--- src/rtl/assert_macros.svh ---
// assert_macros.svh: assertion macros shared by the text extent RTL.
// Needs clk in the scope of every use, and rst_n as well for UTM_ASSERT.
`ifndef ASSERT_MACROS_SVH
`define ASSERT_MACROS_SVH

// checked outside reset only
`define UTM_ASSERT(lbl, prop, msg) \
    lbl: assert property (@(posedge clk) disable iff (!rst_n) prop) else $error(msg);

// checked on every edge, reset included
`define UTM_ASSERT_RST(lbl, prop, msg) \
    lbl: assert property (@(posedge clk) prop) else $error(msg);

`endif

--- src/rtl/utm_pkg.sv ---
// utm_pkg: types, codes and constants of the UTF-8 text extent unit.
// No dependencies.
`timescale 1ns / 1ps

package utm_pkg;

    localparam int PAGES_DEFAULT = 256;
    localparam int CODE_W        = 16;
    localparam int BYTE_W        = 8;
    localparam int METRIC_W      = 16;
    localparam int CFG_IDX_W     = 4;
    localparam int CFG_DATA_W    = 16;
    localparam int EXT_W         = 32;
    localparam int QUEUE_DEPTH   = 4;

    localparam logic [CFG_DATA_W-1:0] SIZE_Q_RESET = 16'd768;
    localparam logic [CFG_DATA_W-1:0] UPEM_RESET   = 16'd1000;

    typedef enum logic [1:0] {
        OP_LOAD = 2'd0,
        OP_TEXT = 2'd1,
        OP_END  = 2'd2,
        OP_NONE = 2'd3
    } op_t;

    typedef enum logic [CFG_IDX_W-1:0] {
        CFG_SIZE_Q       = 4'd0,
        CFG_UNITS_PER_EM = 4'd1,
        CFG_DESCENT_MIN  = 4'd2,
        CFG_ASCENT_MAX   = 4'd3
    } cfg_idx_t;

    typedef enum logic [1:0] {
        Q_LOAD  = 2'd0,
        Q_GLYPH = 2'd1,
        Q_END   = 2'd2
    } qkind_t;

    typedef struct packed {
        qkind_t                kind;
        logic [CODE_W-1:0]     code;
        logic [METRIC_W-1:0]   advance;
        logic [METRIC_W-1:0]   bearing;
        logic                  bad;
    } qitem_t;

    typedef enum logic [2:0] {
        B_IDLE     = 3'd0,
        B_ACC      = 3'd1,
        B_MUL      = 3'd2,
        B_DIV_GO   = 3'd3,
        B_DIV_WAIT = 3'd4,
        B_FINISH   = 3'd5
    } back_state_t;

endpackage

--- src/rtl/utm_queue.sv ---
// utm_queue: short FIFO of work items between front and back end.
// Depends on utm_pkg and assert_macros.svh.
`timescale 1ns / 1ps
`include "assert_macros.svh"

module utm_queue (
    input  logic            clk,
    input  logic            rst_n,
    input  logic            push,
    input  utm_pkg::qitem_t push_item,
    input  logic            pop,
    output utm_pkg::qitem_t head,
    output logic            full,
    output logic            empty
);
    import utm_pkg::*;

    localparam int PTR_W = (QUEUE_DEPTH > 1) ? $clog2(QUEUE_DEPTH) : 1;
    localparam int CNT_W = $clog2(QUEUE_DEPTH + 1);

    qitem_t            slots_reg [QUEUE_DEPTH];
    logic [PTR_W-1:0]  wr_ptr_reg, wr_ptr_next;
    logic [PTR_W-1:0]  rd_ptr_reg, rd_ptr_next;
    logic [CNT_W-1:0]  count_reg, count_next;
    logic              do_push;
    logic              do_pop;

    assign full    = (count_reg == CNT_W'(QUEUE_DEPTH));
    assign empty   = (count_reg == '0);
    assign head    = slots_reg[rd_ptr_reg];
    assign do_push = push && !full;
    assign do_pop  = pop && !empty;

    always_comb
    begin
        wr_ptr_next = wr_ptr_reg;
        rd_ptr_next = rd_ptr_reg;
        count_next  = count_reg;
        if (do_push)
        begin
            wr_ptr_next = (wr_ptr_reg == PTR_W'(QUEUE_DEPTH - 1)) ? '0 : wr_ptr_reg + 1'b1;
        end
        if (do_pop)
        begin
            rd_ptr_next = (rd_ptr_reg == PTR_W'(QUEUE_DEPTH - 1)) ? '0 : rd_ptr_reg + 1'b1;
        end
        if (do_push && !do_pop)
        begin
            count_next = count_reg + 1'b1;
        end
        else if (do_pop && !do_push)
        begin
            count_next = count_reg - 1'b1;
        end
    end

    always_ff @(posedge clk or negedge rst_n)
    begin
        if (!rst_n)
        begin
            wr_ptr_reg <= '0;
            rd_ptr_reg <= '0;
            count_reg  <= '0;
        end
        else
        begin
            wr_ptr_reg <= wr_ptr_next;
            rd_ptr_reg <= rd_ptr_next;
            count_reg  <= count_next;
        end
    end

    always_ff @(posedge clk)
    begin
        if (do_push)
        begin
            slots_reg[wr_ptr_reg] <= push_item;
        end
    end

    `UTM_ASSERT_RST(a_count_bound, count_reg <= CNT_W'(QUEUE_DEPTH), "queue count over depth")
    `UTM_ASSERT(a_no_push_full, push |-> !full, "push into full queue")
    `UTM_ASSERT(a_no_pop_empty, pop |-> !empty, "pop from empty queue")

endmodule

--- config.mk ---
export PLATFORM = sky130hd
export DESIGN_NAME = utm_queue
export DESIGN_NICKNAME = d
export VERILOG_FILES = /design/src/rtl/utm_pkg.sv /design/src/rtl/utm_queue.sv
export VERILOG_INCLUDE_DIRS = /design/src /design/src/rtl
export SDC_FILE = /design/constraint.sdc
export NUM_CORES = 1
export LEC_CHECK = 0
export ABC_CLOCK_PERIOD_IN_PS = 3350
export BUFFER_PORTS_ARGS = -buffer_cell sky130_fd_sc_hd__buf_2
export CELL_PAD_IN_SITES_DETAIL_PLACEMENT = 0
export CELL_PAD_IN_SITES_GLOBAL_PLACEMENT = 1
export CORE_AREA = 4 4 167 169
export CTS_BUF_LIST = sky130_fd_sc_hd__clkbuf_8 sky130_fd_sc_hd__clkbuf_16
export DETAILED_ROUTE_END_ITERATION = 8
export DIE_AREA = 0 0 171 173
export PLACE_DENSITY_LB_ADDON = 0.1
export RECOVER_POWER = 50
export SLEW_MARGIN = 15
export SYNTH_ARGS = -nofsm -noshare
export SYNTH_HDL_FRONTEND = slang
export SYNTH_SLANG_ARGS = --single-unit
--- constraint.sdc ---
create_clock -name clk -period 3.35 [get_ports clk]
set_clock_uncertainty 0.2 [all_clocks]
set_input_delay 0.8375 -clock clk [delete_from_list [all_inputs] [get_ports clk]]
set_output_delay 0.8375 -clock clk [all_outputs]
set_load 0.05 [all_outputs]
==> key figures <==
GRT
  – First-pass GRT wire length: 24,300 um
  – GRT Overall Usage: 10.8%
  – Vias in the first global route: 4,050
  – Largest net degree at the start of global routing: 29
  – Initial antenna violation count: 2
  – Remaining Overflow, GRT: 0

Synthesis
  – Syn_nets: 366
  – #FFs+latches synth: 211
  – Post-synthesis sequential area ratio: 80.8%
  – Cell accounting for the most synthesized area: edfxtp_1
  – Netlist cell types: 21
  – Syn Inst Count: 304
  – Yosys top cell area share: 78.5%
  – Top post-synthesis cells by area: edfxtp_1 (79%), mux4_2 (15%), dfrtp_1 (2.2%)
  – Post-synth EDFFs: 204
  – Prevailing post-synth register cell: edfxtp_1
  – Ys async rst share: 3.32%
  – Syn. warnings: 0
  – Area of the mapped netlist: 7800 um2
  – Mean post-synth cell area: 25.7 um2

Placed design
  – Placed Cells: 753
  – DP HPWL: 9900 um
  – IO buf count: 107
  – Final GP Congestion: 0.661

Timing
  – RSZ-0062 raised after global routing: false
  – Final hold vios: 0
  – Minimum clock period after layout: 3.15 ns
  – Final Max Tran Viols: 0
  – Final setup fails: 0
  – Slew @ Worst Pin: 1.15 ns
  – Fin crit share: 94.2%
  – Fmax: 317 MHz
  – Setup Total Neg Slack: 0 ns
  – Rel. slew slack: 23.1%

Detailed routing
  – Drt pass-1 iters: 4
  – Iter 0 DRT Violations: 219
  – Vias post-DR: 3,589
  – Post-route ant nets: 0
  – Drt drc: 0
  – Avg WL per Cell: 19.9 um
  – Vias per cell: 4.48
  – Final wirelength: 15,900 um

Final layout
  – Most frequent cells in the layout: edfxtp_1 (204), buf_2 (55), clkbuf_1 (53), mux4_2 (51), clkbuf_16 (25)
  – Layout Cells excl Fill: 802
  – Syn-to-layout area delta: 24.1%
  – Layout cells sized above 1: 36.0%
  – Layout Nets: 509
  – Final core utilization: 36.4%
  – Footprint of the multi-input gates: 1400 um2
  – Ant. Diodes: 0
  – Commonest non-fill, non-tap cell in the layout: edfxtp_1
  – Max reg flops: 204
  – Register area: 6310 um2
  – Fill cells: 2,501

Clock tree
  – CTS root buffer: clkbuf_16
  – Clock slew at the register clock pins of the worst setup and hold paths: 0.05 ns
  – Total clock buffers created by CTS: 24
  – CTS tree: yes
  – Clk sinks: 211
  – H-tree levels: 1
  – CTS Buffer Depth: 3
  – Worst-skew pair later-pin latency: 0.49 ns

Hold path
  – Hold Crit Class: flop to flop

Flow run
  – Max Cap Viol: 0

Floorplan
  – Die height: 173 um
  – I/O pin cnt: 108
  – Starting Density: 29.4%
  – DIE WIDTH: 171 um
  – Core region area: 26,600 um2
  – Area of the die: 29,600 um2
  – Row count: 60

Pwr
  – Total Power: 10,000 uW
  – PD cells: 1030 nW/um2
  – Leak: 0.00321 uW
  – Peak supply drop: 570 uV

Worst setup path
  – Setup crit start kind: flop
  – Worst path arrival time: 2.12 ns
  – Largest fanout on the critical path: 22
  – CP Data Required Time: 2.31 ns
  – Crit. End Element: output port
  – WS Path Type: flop to output port

Status
  – Outcome: complete, no violations
-- timing repair --
| item | in CTS | in global routing |
|---|---|---|
| setup endpoints to repair | 0 | 1 |
| gates resized for setup | 0 | 0 |
| buffers inserted | 0 | 8 |
| hold endpoints to repair | 7 | 0 |
| hold buffers | 1 | 0 |
-- critical path, stage by stage, from the launching register on --
cell and delay (ns):
dfrtp_4 0.54, buf_12 0.26, mux4_2 0.57, buf_2 0.24
-- kinds of logic after synthesis --
logic type / after synthesis / synth area share [%]
AOI/OAI and AO/OA: 2 / 0.257
xor gates and xnor gates: 3 / 0.337
adders and majority gates: 7 / 1.22
buffers and inverters: 16 / 1.25
DFF: 211 / 80.8
muxes: 55 / 15.4
and+or+nand+nor: 10 / 0.786
-- metal layers --
layer  global-route usage, %  up-vias  wire length [um]
met2                    18.3       97              8090
met5                       0        -                34
met3                    2.88       31               973
met1                    13.8     1872              6530
li1                        -     1585                 -
met4                    2.67        4               297
-- per-stage QoR --
step | instance area, um2 | worst slack, ns | hold WS (ns)
6_report | 9680 | 0.195 | 0.338
5_1_grt | 9680 | 0.0892 | 0.377
4_1_cts | 9700 | 0.0475 | 0.318
3_5_place_dp | 8940 | 0.590 | 0.320
3_3_place_gp | 8940 | 0.592 | 0.312
2_1_floorplan | 7800 | 0.388 | 0.293
-- cells in the mapped netlist (all sizes together), types with 2 or more instances --
cell type,number
inv,3
nor3,2
xor2,2
ha,6
buf,12
edfxtp,204
mux4,51
dfrtp,7
nor2,2
mux2,4
and2,4
-- cell type report --
cell class / count / area share (%)
Tap cell: 341 / 4.41
Multi-Input combinational cell: 77 / 14.5
Timing Repair Buffer: 130 / 8.18
Sequential cell: 211 / 65.1
Inverter: 3 / 0.116
Clock inverter: 15 / 1.27
Clock buffer: 25 / 6.46
-- where the power goes --
group / switching (uW) / internal [uW]
clock network: 953 / 1490
registers: 210 / 3490
logic: 2590 / 1280
total: 3750 / 6260
-- worst paths after layout --
path	startpoint	endpoint	slack, ns	cells past startpoint
hold reg to reg	count_reg[2]$_DFFE_PN0P_	count_reg[2]$_DFFE_PN0P_	0.34	1
hold / removal	count_reg[2]$_DFFE_PN0P_	count_reg[2]$_DFFE_PN0P_	0.34	1
setup / recovery	rd_ptr_reg[0]$_DFFE_PN0P_	head[39]	0.20	3
max in group asynchronous	rst_n	rd_ptr_reg[0]$_DFFE_PN0P_	2.00	2
min in group asynchronous	rst_n	count_reg[1]$_DFFE_PN0P_	0.60	2
setup reg to reg	count_reg[2]$_DFFE_PN0P_	slots_reg[3][7]$_DFFE_PP_	0.55	5
Power figures use the tool's default switching activity.
