===== src/rtl/assert_macros.svh =====
// assert_macros.svh: assertion macros shared by the text extent RTL.
// Needs clk in the scope of every use, and rst_n as well for UTM_ASSERT.
`ifndef ASSERT_MACROS_SVH
`define ASSERT_MACROS_SVH

// checked outside reset only
`define UTM_ASSERT(lbl, prop, msg) \
    lbl: assert property (@(posedge clk) disable iff (!rst_n) prop) else $error(msg);

// checked on every edge, reset included
`define UTM_ASSERT_RST(lbl, prop, msg) \
    lbl: assert property (@(posedge clk) prop) else $error(msg);

`endif


===== src/rtl/utm_pkg.sv =====
// utm_pkg: types, codes and constants of the UTF-8 text extent unit.
// No dependencies.
`timescale 1ns / 1ps

package utm_pkg;

    localparam int PAGES_DEFAULT = 256;
    localparam int CODE_W        = 16;
    localparam int BYTE_W        = 8;
    localparam int METRIC_W      = 16;
    localparam int CFG_IDX_W     = 4;
    localparam int CFG_DATA_W    = 16;
    localparam int EXT_W         = 32;
    localparam int QUEUE_DEPTH   = 4;

    localparam logic [CFG_DATA_W-1:0] SIZE_Q_RESET = 16'd768;
    localparam logic [CFG_DATA_W-1:0] UPEM_RESET   = 16'd1000;

    typedef enum logic [1:0] {
        OP_LOAD = 2'd0,
        OP_TEXT = 2'd1,
        OP_END  = 2'd2,
        OP_NONE = 2'd3
    } op_t;

    typedef enum logic [CFG_IDX_W-1:0] {
        CFG_SIZE_Q       = 4'd0,
        CFG_UNITS_PER_EM = 4'd1,
        CFG_DESCENT_MIN  = 4'd2,
        CFG_ASCENT_MAX   = 4'd3
    } cfg_idx_t;

    typedef enum logic [1:0] {
        Q_LOAD  = 2'd0,
        Q_GLYPH = 2'd1,
        Q_END   = 2'd2
    } qkind_t;

    typedef struct packed {
        qkind_t                kind;
        logic [CODE_W-1:0]     code;
        logic [METRIC_W-1:0]   advance;
        logic [METRIC_W-1:0]   bearing;
        logic                  bad;
    } qitem_t;

    typedef enum logic [2:0] {
        B_IDLE     = 3'd0,
        B_ACC      = 3'd1,
        B_MUL      = 3'd2,
        B_DIV_GO   = 3'd3,
        B_DIV_WAIT = 3'd4,
        B_FINISH   = 3'd5
    } back_state_t;

endpackage


===== src/rtl/utm_ifs.sv =====
// utm_ifs: valid/ready channel interfaces of the text extent unit.
// Depends on utm_pkg.
`timescale 1ns / 1ps

interface utm_item_if;
    import utm_pkg::*;
    logic                       valid;
    logic                       ready;
    logic [1:0]                 op;
    logic [CODE_W-1:0]          code_index;
    logic [BYTE_W-1:0]          byte_value;
    logic [METRIC_W-1:0]        advance;
    logic signed [METRIC_W-1:0] bearing;

    modport source (output valid, op, code_index, byte_value, advance, bearing, input ready);
    modport sink (input valid, op, code_index, byte_value, advance, bearing, output ready);
endinterface



===== src/rtl/utm_front.sv =====
// utm_front: accepts input beats, decodes UTF-8 and queues back-end work.
// Depends on utm_pkg and utm_ifs.
`timescale 1ns / 1ps

module utm_front (
    input  logic            clk,
    input  logic            rst_n,
    utm_item_if.sink        items,
    input  logic            full,
    output logic            push,
    output utm_pkg::qitem_t push_item
);
    import utm_pkg::*;

    localparam logic [BYTE_W-1:0] CONT_MASK  = 8'hc0;
    localparam logic [BYTE_W-1:0] CONT_CODE  = 8'h80;
    localparam logic [BYTE_W-1:0] LEAD2_MASK = 8'he0;
    localparam logic [BYTE_W-1:0] LEAD2_CODE = 8'hc0;
    localparam logic [BYTE_W-1:0] LEAD3_MASK = 8'hf0;
    localparam logic [BYTE_W-1:0] LEAD3_CODE = 8'he0;
    localparam logic [BYTE_W-1:0] LEAD4_MASK = 8'hf8;
    localparam logic [BYTE_W-1:0] LEAD4_CODE = 8'hf0;
    localparam logic [BYTE_W-1:0] PAY2_MASK  = 8'h1f;
    localparam logic [BYTE_W-1:0] PAY3_MASK  = 8'h0f;
    localparam logic [BYTE_W-1:0] PAY4_MASK  = 8'h07;
    localparam logic [BYTE_W-1:0] CONT_PAY   = 8'h3f;
    localparam int CP_W = 21;

    logic [CP_W-1:0]   code_reg, code_next;
    logic [1:0]        pending_reg, pending_next;
    logic              failed_reg, failed_next;

    logic              accept;
    logic              glyph;
    logic [CP_W-1:0]   cp;
    logic [CP_W-1:0]   cont_code;
    logic [BYTE_W-1:0] b;

    assign items.ready = !full;
    assign accept      = items.valid && items.ready;
    assign b           = items.byte_value;
    assign cont_code   = {code_reg[CP_W-7:0], 6'(b & CONT_PAY)};

    always_comb
    begin
        code_next         = code_reg;
        pending_next      = pending_reg;
        failed_next       = failed_reg;
        glyph             = 1'b0;
        cp                = '0;
        push              = 1'b0;
        push_item.kind    = Q_GLYPH;
        push_item.code    = items.code_index;
        push_item.advance = items.advance;
        push_item.bearing = items.bearing;
        push_item.bad     = 1'b0;
        if (accept)
        begin
            unique case (op_t'(items.op))
                OP_LOAD:
                begin
                    push           = 1'b1;
                    push_item.kind = Q_LOAD;
                end
                OP_TEXT:
                begin
                    if (!failed_reg)
                    begin
                        if (pending_reg != 2'd0)
                        begin
                            if ((b & CONT_MASK) != CONT_CODE)
                            begin
                                failed_next = 1'b1;
                            end
                            else
                            begin
                                code_next    = cont_code;
                                pending_next = pending_reg - 2'd1;
                                if (pending_reg == 2'd1)
                                begin
                                    glyph = 1'b1;
                                    cp    = cont_code;
                                end
                            end
                        end
                        else if (!b[BYTE_W-1])
                        begin
                            glyph = 1'b1;
                            cp    = CP_W'(b);
                        end
                        else if ((b & LEAD2_MASK) == LEAD2_CODE)
                        begin
                            code_next    = CP_W'(b & PAY2_MASK);
                            pending_next = 2'd1;
                        end
                        else if ((b & LEAD3_MASK) == LEAD3_CODE)
                        begin
                            code_next    = CP_W'(b & PAY3_MASK);
                            pending_next = 2'd2;
                        end
                        else if ((b & LEAD4_MASK) == LEAD4_CODE)
                        begin
                            code_next    = CP_W'(b & PAY4_MASK);
                            pending_next = 2'd3;
                        end
                        else
                        begin
                            failed_next = 1'b1;
                        end
                    end
                    // code points above 16 bits have no metric
                    if (glyph && (cp[CP_W-1:CODE_W] == '0))
                    begin
                        push           = 1'b1;
                        push_item.kind = Q_GLYPH;
                        push_item.code = cp[CODE_W-1:0];
                    end
                end
                OP_END:
                begin
                    push           = 1'b1;
                    push_item.kind = Q_END;
                    push_item.bad  = failed_reg || (pending_reg != 2'd0);
                    code_next      = '0;
                    pending_next   = 2'd0;
                    failed_next    = 1'b0;
                end
                OP_NONE:
                begin
                end
            endcase
        end
    end

    always_ff @(posedge clk or negedge rst_n)
    begin
        if (!rst_n)
        begin
            code_reg    <= '0;
            pending_reg <= 2'd0;
            failed_reg  <= 1'b0;
        end
        else
        begin
            code_reg    <= code_next;
            pending_reg <= pending_next;
            failed_reg  <= failed_next;
        end
    end

endmodule


===== src/flat_wrapper.sv =====
// flat-port wrapper written by rule: the top's interface ports become plain ports
module utm_front_flat import utm_pkg::*;
  (clk, rst_n, full, push, push_item, items_valid, items_op, items_code_index, items_byte_value, items_advance, items_bearing, items_ready);
  utm_item_if items_i ();
  input  logic clk;
  input  logic rst_n;
  input  logic full;
  output logic push;
  output utm_pkg::qitem_t push_item;
  input wire logic [$bits(items_i.valid)-1:0] items_valid;
  input wire logic [$bits(items_i.op)-1:0] items_op;
  input wire logic [$bits(items_i.code_index)-1:0] items_code_index;
  input wire logic [$bits(items_i.byte_value)-1:0] items_byte_value;
  input wire logic [$bits(items_i.advance)-1:0] items_advance;
  input wire logic [$bits(items_i.bearing)-1:0] items_bearing;
  output wire logic [$bits(items_i.ready)-1:0] items_ready;
  assign items_i.valid = items_valid;
  assign items_i.op = items_op;
  assign items_i.code_index = items_code_index;
  assign items_i.byte_value = items_byte_value;
  assign items_i.advance = items_advance;
  assign items_i.bearing = items_bearing;
  assign items_ready = items_i.ready;
  utm_front u_core (.clk(clk), .rst_n(rst_n), .items(items_i), .full(full), .push(push), .push_item(push_item));
endmodule

===== config.mk =====
export PLATFORM = sky130hd
export DESIGN_NAME = utm_front_flat
export DESIGN_NICKNAME = d
export VERILOG_FILES = /design/src/rtl/assert_macros.svh /design/src/rtl/utm_pkg.sv /design/src/rtl/utm_ifs.sv /design/src/rtl/utm_front.sv /design/src/flat_wrapper.sv
export SDC_FILE = /design/constraint.sdc
export NUM_CORES = 1
export LEC_CHECK = 0
export BUFFER_PORTS_ARGS = -buffer_cell sky130_fd_sc_hd__buf_2
export CORE_ASPECT_RATIO = 1.25
export CORE_UTILIZATION = 43
export CTS_BUF_LIST = sky130_fd_sc_hd__clkbuf_8 sky130_fd_sc_hd__clkbuf_16
export DETAILED_ROUTE_END_ITERATION = 10
export GPL_TIMING_DRIVEN = 0
export PLACE_DENSITY = 0.93
export SLEW_MARGIN = 20
export SYNTH_ARGS = -nofsm -noshare
export SYNTH_HDL_FRONTEND = slang
export SYNTH_SLANG_ARGS = --single-unit

===== constraint.sdc =====
create_clock -name clk -period 4.4 [get_ports clk]
set_clock_uncertainty 0.2 [all_clocks]
set_input_delay 0 -clock clk [delete_from_list [all_inputs] [get_ports clk]]
set_output_delay 0 -clock clk [all_outputs]
set_load 0.02 [all_outputs]

==> impl_metrics.env, run 1 <==
export IMPL_antenna_cells=0
export IMPL_synthDistinctLibCells=34
export IMPL_p_int_uw=409
export IMPL_root_buffer="clkbuf_8"
export IMPL_final_util_pct=63.6
export IMPL_avgViaCountPerCell=5.34
export IMPL_drcViolationCount=0
export IMPL_grt_antenna_before_repair=0
export IMPL_synth_edff_count=0
export IMPL_ys_flop_type="dfrtp_1"
export IMPL_nFillCells=301
export IMPL_cts_clk_slew_worst_paths_ns=0.06
export IMPL_track_usage_pct=21.6
export IMPL_wl_um=4080
export IMPL_place_area_um2=1960
export IMPL_rows=23
export IMPL_status="finished clean"
export IMPL_netlist_area_um2=1510
export IMPL_end_kind="output port"
export IMPL_r2r_end="u_core.code_reg[6]"
export IMPL_cp_start_kind="flop"
export IMPL_switchingPower_uw=250
export IMPL_yosysWarnings=0
export IMPL_finalNetCount=337
export IMPL_fin_area_um2=2090
export IMPL_p_leak_uw=0.00113
export IMPL_portBuffers=82
export IMPL_drive_gt1_share_pct=46.3
export IMPL_reg2regPathDepth=5
export IMPL_die_h_um=68.2
export IMPL_cp_startpoint="u_core.code_reg[11]"
export IMPL_die_area_um2=3750
export IMPL_yosysSeqAreaShare_pct=29.9
export IMPL_insertion_delay_ns=0.25
export IMPL_ys_async_sr_fraction_pct=100
export IMPL_switching_share_pct=37.9
export IMPL_rr_startpoint="u_core.pending_reg[0]"
export IMPL_seqCellArea_um2=450
export IMPL_setup_violations=0
export IMPL_required_ns=4.20
export IMPL_fmax_mhz=374
export IMPL_start_util_pct=46.0
export IMPL_gp_congestion=0.949
export IMPL_grt_max_degree=19
export IMPL_relSlewSlack_pct=59.8
export IMPL_reg2reg_slack_ns=2.20
export IMPL_fin_crit_ns=2.67
export IMPL_synth_seq_cells=18
export IMPL_tightestPinTransition_ns=0.601
export IMPL_vdd_drop_max_mv=0.202
export IMPL_slew_violations=0
export IMPL_die_x_um=55.0
export IMPL_cts_tree="built"
export IMPL_vias=1628
export IMPL_comb_power_share_pct=40.7
export IMPL_rsz0062_at_grt="false"
export IMPL_final_hold_viol_count=0
export IMPL_pre_cts_ws_ns=2.06
export IMPL_cp_arrival_ns=2.47
export IMPL_setup_slack_ns=1.73
export IMPL_htree_levels=1
export IMPL_first_global_vias=1389
export IMPL_firstDrtPassIters=4
export IMPL_clkSinkCount=18
export IMPL_syn_inst=175
export IMPL_core_um2=3280
export IMPL_finalCritPeriodShare_pct=60.7
export IMPL_cts_path_max_buffers=2
export IMPL_cts_setup_buffers=0
export IMPL_hold_ws_ns=0.00617
export IMPL_cts_buffers=3
export IMPL_place_hpwl_um=3150
export IMPL_seq_power_share_pct=42.0
export IMPL_avgSynthCellArea_um2=8.62
export IMPL_pwr_share_clk_pct=17.2
export IMPL_setup_tns_final_ns=0
export IMPL_worstPathMaxFanout=10
export IMPL_max_cap_violations=0
export IMPL_largest_reg_flops=15
export IMPL_hold_path_class="input port to asynchronous set/reset pin"
export IMPL_cts_repair_resized=0
export IMPL_boundaryPins=115
export IMPL_antenna_left=0
export IMPL_wire_per_inst_um=13.4
export IMPL_power_density_nw_per_um2=316
export IMPL_syn_to_final_growth_pct=38.3
export IMPL_syn_nets=242
export IMPL_worst_setup_path_type="flop to output port"
export IMPL_grt_overflow=0
export IMPL_grt_pass1_wl_um=5950
export IMPL_cts_hold_buf=8
export IMPL_drtIter0Drc=41
export IMPL_multi_input_area_um2=734
==> cells in the mapped netlist, types with 5 or more instances <==
cell type   n  area [µm²]
o21ai_1    10        50.1
a21o_1      6        45.0
o31ai_1    10        75.1
o2bb2ai_1   5        43.8
ha_1        5        62.6
a22o_1     10        87.6
nor4_1      7        43.8
o21ai_0     6        30.0
buf_4      32         240
inv_1      10        37.5
dfrtp_1    18         450
nand2_1    15        56.3
==> worst max path at each step <==
stage,to,slack (ns),depth (start not counted)
floorplan,push,2.10,6
global placement,push_item[39],2.08,6
detailed placement,push_item[48],2.06,7
CTS,push_item[48],1.76,7
global route,push_item[47],1.67,7
finish,push_item[40],1.73,7
==> stage by stage <==
step	power [µW]	std cells
5_1_grt	700	305
6_report	659	305
2_1_floorplan	449	175
4_1_cts	656	305
3_3_place_gp	522	294
3_5_place_dp	533	294
==> layout by cell type (no fill, tap or decap), types with 2 or more instances in the layout <==
master	Yosys	layout
inv_1	10	10
clkbuf_1	4	4
and2_1	4	4
nor4_1	7	7
buf_1	2	2
o21ai_1	10	10
nor2b_1	2	2
dfrtp_1	18	18
a22o_1	10	10
a21o_1	6	6
buf_2	0	82
o211a_1	2	2
o31ai_1	10	10
dlygate4sd3_1	0	8
o21ai_0	6	6
o2bb2ai_1	5	5
buf_6	2	2
clkbuf_8	0	3
buf_4	32	32
ha_1	5	5
o211ai_1	3	3
a21oi_1	4	4
nor2_1	4	4
nand2_1	15	15
and3_1	2	2
==> logic make-up (layout without fill, tap and decap cells) <==
logic type / after synthesis / in the layout / synth area share [%]
and+or+nand+nor: 42 / 42 / 14.9
muxes: 1 / 1 / 0.996
buffers and inverters: 50 / 143 / 21.4
adders and majority gates: 5 / 5 / 4.15
DFF: 18 / 18 / 29.9
AOI/OAI and AO/OA: 59 / 59 / 28.7
==> layer usage <==
layer | GRT usage [%] | routed length [µm]
met4 | 6.88 | 44
met2 | 38.4 | 2170
met5 | 0 | 0
met3 | 1.56 | 291
met1 | 26.9 | 1570
==> power by group through the flow <==
stage	sequential (µW)	clock, µW	combinational (µW)
floorplan	257	0	192
global placement	273	0	248
detailed placement	275	0	259
CTS	274	114	267
global route	284	122	294
finish	277	114	268
==> critical path, stage by stage, from the launching register on <==
cell and delay, ns:
dfrtp_1 0.38, or4_4 0.54, o211a_4 0.27, or3_1 0.36, buf_6 0.15, buf_6 0.14
o21ai_1 0.17, buf_2 0.19
==> layout make-up <==
cell class              count  area share [%]
multi-input cells         107            35.2
repair buffers             90            23.5
flip-flops and latches     18            21.6
plain buffers              40            13.7
well taps                  37            2.22
clock buffers               3            1.98
inverters                  10            1.80
Note: power is estimated with default switching activity, not from simulation.
==> run 2, diff against run 1 <==
Settings changed: CORE_UTILIZATION 43 to 40, PLACE_DENSITY 0.93 to 0.87.
Clock period 4.4 ns to 2.8 ns, I/O delays scaled along.
==> impl_metrics.env, run 2 (synthesized netlist as in run 1, its figures left out) <==
export IMPL_reg2regPathDepth=5
export IMPL_root_buffer="clkbuf_8"
export IMPL_antenna_cells=0
export IMPL_rsz0062_at_grt="false"
export IMPL_finalCritPeriodShare_pct=96.2
export IMPL_place_area_um2=1970
export IMPL_rows=24
export IMPL_max_cap_violations=0
export IMPL_reg2reg_slack_ns=0.59
export IMPL_hold_path_class="input port to asynchronous set/reset pin"
export IMPL_final_common_cell="buf_2"
export IMPL_status="finished, violations left"
export IMPL_drtIter0Drc=87
export IMPL_final_hold_viol_count=18
export IMPL_die_x_um=56.9
export IMPL_cts_buffers=3
export IMPL_fmax_mhz=371
export IMPL_fin_crit_ns=2.69
export IMPL_portBuffers=82
export IMPL_use_met2_pct=37.9
export IMPL_worst_setup_path_type="flop to output port"
export IMPL_wire_per_inst_um=12.7
export IMPL_syn_to_final_growth_pct=39.4
export IMPL_cts_path_max_buffers=2
export IMPL_gr_max_usage_layer="met2"
export IMPL_cp_arrival_ns=2.49
export IMPL_largest_reg_flops=15
export IMPL_power_density_nw_per_um2=503
export IMPL_cp_start_kind="flop"
export IMPL_worstPathMaxFanout=10
export IMPL_antenna_left=0
export IMPL_boundaryPins=115
export IMPL_grt_pass1_wl_um=6520
export IMPL_pre_cts_ws_ns=0.448
export IMPL_tightestPinTransition_ns=0.588
export IMPL_required_ns=2.60
export IMPL_start_util_pct=42.5
export IMPL_fin_area_um2=2100
export IMPL_grt_max_degree=19
export IMPL_drcViolationCount=12
export IMPL_final_cell_mix="buf_2, buf_4, dfrtp_1"
export IMPL_vdd_drop_max_mv=0.214
export IMPL_drive_gt1_share_pct=46.5
export IMPL_relSlewSlack_pct=60.7
export IMPL_setup_violations=0
export IMPL_slew_violations=0
export IMPL_clkSinkCount=18
export IMPL_cts_repair_resized=0
export IMPL_grt_antenna_before_repair=0
export IMPL_grt_use_met1_pct=22.6
export IMPL_cts_tree="built"
export IMPL_vias=1588
export IMPL_track_usage_pct=20.3
export IMPL_gp_congestion=0.925
export IMPL_p_leak_uw=0.00113
export IMPL_grt_overflow=0
export IMPL_hold_ws_ns=-0.00343
export IMPL_r2r_end="u_core.code_reg[5]"
export IMPL_end_kind="output port"
export IMPL_core_um2=3540
export IMPL_firstDrtPassIters=7
export IMPL_violations="DRC, hold timing"
export IMPL_die_h_um=70.6
export IMPL_setup_tns_final_ns=0
export IMPL_htree_levels=1
export IMPL_power_uw=1060
export IMPL_grt_use_met3_pct=3.84
export IMPL_cts_setup_buffers=0
export IMPL_avgViaCountPerCell=5.16
export IMPL_cts_clk_slew_worst_paths_ns=0.07
export IMPL_first_global_vias=1517
export IMPL_die_area_um2=4020
export IMPL_wl_um=3920
export IMPL_setup_slack_ns=0.107
export IMPL_finalNetCount=337
export IMPL_rr_startpoint="u_core.pending_reg[0]"
export IMPL_insertion_delay_ns=0.25
export IMPL_place_hpwl_um=3100
run 2: per-stage QoR:
step / utilization, % / cells
CTS: 59.3 / 308
floorplan: - / 175
global route: 59.3 / 308
detailed placement: 55.5 / 296
finish: 59.3 / 308
global placement: 55.5 / 296
run 2: layout make-up:
type	instances	area, µm²
fill	334	1440
multi-input combinational	107	734
timing repair buffer	90	490
sequential	18	450
buffer	40	285
clock buffer	4	55.1
tap	39	48.8
inverter	10	37.5
run 2: layer usage:
metal,routed length (µm),up-vias
li1,-,788
met1,1500,708
met2,2080,90
met3,324,2
met4,19,0
met5,0,-
run 2: worst max-delay path by stage:
stage	endpoint	cells after the start	start
after floorplan	push	6	u_core.code_reg[11]
after global placement	push_item[39]	6	u_core.code_reg[11]
after detailed placement	push_item[39]	6	u_core.code_reg[11]
after CTS	push_item[39]	6	u_core.code_reg[11]
after global routing	push_item[41]	7	u_core.code_reg[11]
final	push_item[41]	7	u_core.code_reg[11]
run 2: worst max-delay path: stages (launching register included):
cell	delay, ns
dfrtp_1	0.39
or4_4	0.54
o211a_4	0.28
or3_1	0.37
buf_6	0.15
buf_6	0.14
o21ai_1	0.18
buf_2	0.19
run 2: report_power, final:
part | internal (µW) | total, µW | switching [µW] | leakage [µW]
clock network | 125 | 208 | 83.0 | 0.0000288
registers | 343 | 430 | 87.8 | 0.000237
logic | 205 | 418 | 213 | 0.000867
run 2: timing repair:
action | in CTS | in global routing
setup endpoints to repair | 0 | 0
endpoints found under the hold margin | 26 | 0
hold buffers | 8 | 0
==> run 3, diff against run 2 <==
Settings changed: CORE_ASPECT_RATIO 1.25 to not set, CORE_UTILIZATION 40 to 43, PLACE_DENSITY 0.87 to 0.93.
Clock period 2.8 ns to 3.5 ns, I/O delays scaled along.
==> impl_metrics.env, run 3 (synthesized netlist as in run 1, its figures left out) <==
export IMPL_cts_tree="built"
export IMPL_fmax_mhz=382
export IMPL_start_util_pct=45.2
export IMPL_track_usage_pct=21.9
export IMPL_cts_setup_buffers=0
export IMPL_required_ns=3.30
export IMPL_tightestPinTransition_ns=0.623
export IMPL_syn_to_final_growth_pct=40.0
export IMPL_crit_buf_inv=2
export IMPL_antenna_left=0
export IMPL_relSlewSlack_pct=58.3
export IMPL_root_buffer="clkbuf_8"
export IMPL_drive_gt1_share_pct=46.5
export IMPL_rows=21
export IMPL_path_cells="or4_4 -> o211a_4 -> or3_1 -> buf_6 -> mux2_4 -> buf_2"
export IMPL_grt_antenna_before_repair=0
export IMPL_cts_buffers=3
export IMPL_die_area_um2=3750
export IMPL_p_leak_uw=0.00113
export IMPL_place_hpwl_um=3000
export IMPL_htree_levels=1
export IMPL_cts_path_max_buffers=2
export IMPL_power_density_nw_per_um2=403
export IMPL_final_cell_mix="buf_2, buf_4, dfrtp_1"
export IMPL_vias=1637
export IMPL_setup_tns_final_ns=0
export IMPL_worst_setup_path_type="flop to output port"
export IMPL_rsz0062_at_grt="false"
export IMPL_final_common_cell="buf_2"
export IMPL_cpPeakStageDelay_ns=0.54
export IMPL_drtIter0Drc=67
export IMPL_die_h_um=61.2
export IMPL_portBuffers=82
export IMPL_finalCritPeriodShare_pct=74.9
export IMPL_antenna_cells=0
export IMPL_cp_arrival_ns=2.42
export IMPL_die_x_um=61.2
export IMPL_fin_crit_ns=2.62
export IMPL_slew_violations=0
export IMPL_largest_reg_flops=15
export IMPL_core_um2=3340
export IMPL_place_area_um2=1980
export IMPL_pre_cts_ws_ns=1.16
export IMPL_wl_um=3990
export IMPL_vdd_drop_max_mv=0.215
export IMPL_boundaryPins=115
export IMPL_fin_area_um2=2110
export IMPL_cp_start_kind="flop"
export IMPL_grt_pass1_wl_um=6110
export IMPL_avgViaCountPerCell=5.20
export IMPL_setup_violations=0
export IMPL_setup_slack_ns=0.880
export IMPL_crit_family="simple AND/OR/NAND/NOR gates"
export IMPL_grt_max_degree=19
export IMPL_final_hold_viol_count=0
export IMPL_drcViolationCount=0
export IMPL_status="finished clean"
export IMPL_worstPathMaxFanout=8
export IMPL_insertion_delay_ns=0.25
export IMPL_wire_per_inst_um=12.7
export IMPL_firstDrtPassIters=4
export IMPL_cts_clk_slew_worst_paths_ns=0.07
export IMPL_hold_path_class="input port to asynchronous set/reset pin"
export IMPL_cp_slowest_cell="or4_4"
export IMPL_finalNetCount=337
export IMPL_gp_congestion=0.904
export IMPL_end_kind="output port"
export IMPL_first_global_vias=1383
export IMPL_grt_overflow=0
export IMPL_max_cap_violations=0
export IMPL_clkSinkCount=18
==> run 3: cell counts in the layout (fill, tap and decap cells not counted) <==
No cell type changed its count.
==> run 3: report_power, final <==
part / internal, µW / switching [µW]
clock network: 99.9 / 67.9
registers: 274 / 72.4
logic: 164 / 171
==> run 3: path summary, 6_finish.rpt <==
kind,start,to,slack [ns],cells past startpoint
hold / removal,rst_n,u_core.code_reg[14],0.003,2
max in group asynchronous,rst_n,u_core.code_reg[13],2.82,2
setup / recovery,u_core.code_reg[11],push_item[39],0.88,6
min in group clk,items_bearing[9],push_item[10],0.02,2
hold reg to reg,u_core.code_reg[9],u_core.code_reg[9],0.31,1
setup reg to reg,u_core.pending_reg[0],u_core.code_reg[13],1.28,5
==> run 3: metrics by stage <==
stage / total power, µW / util (%) / cells / hold slack [ns]
2_1_floorplan: 564 / - / 175 / -0.496
3_3_place_gp: 661 / 59.2 / 303 / -0.254
3_5_place_dp: 666 / 59.2 / 303 / -0.254
4_1_cts: 845 / 63.3 / 315 / 0.0170
5_1_grt: 903 / 63.3 / 315 / 0.0205
6_report: 850 / 63.3 / 315 / 0.00321
==> run 3: cell type report <==
cell class / count / area, µm²
tap: 46 / 57.6
fill: 297 / 1230
sequential: 18 / 450
clock buffer: 4 / 55.1
buffer: 40 / 285
timing repair buffer: 90 / 490
multi-input combinational: 107 / 734
inverter: 10 / 37.5
==> run 3: what timing repair did <==
item / 4_1_cts / 5_1_grt
resized for setup: 0 / 0
hold endpoints to repair: 26 / 0
endpoints found under the setup margin: 0 / 0
hold buffers: 8 / 0
==> run 3: routing by layer <==
metal,vias to the layer above,wire (µm),global-route usage [%],part of all wire (%)
met5,-,0,0,0
met4,0,51,9.42,1.3
met3,5,331,2.94,8.3
met2,96,2020,36.5,50
met1,750,1590,28.6,40
li1,786,-,-,-
==> run 3: worst reg2reg max path, stage by stage, from the launching register on <==
cell and delay [ns]:
dfrtp_1 0.45, or2_2 0.35, a21oi_1 0.25, o211ai_1 0.29, clkbuf_1 0.33, a22o_1 0.24
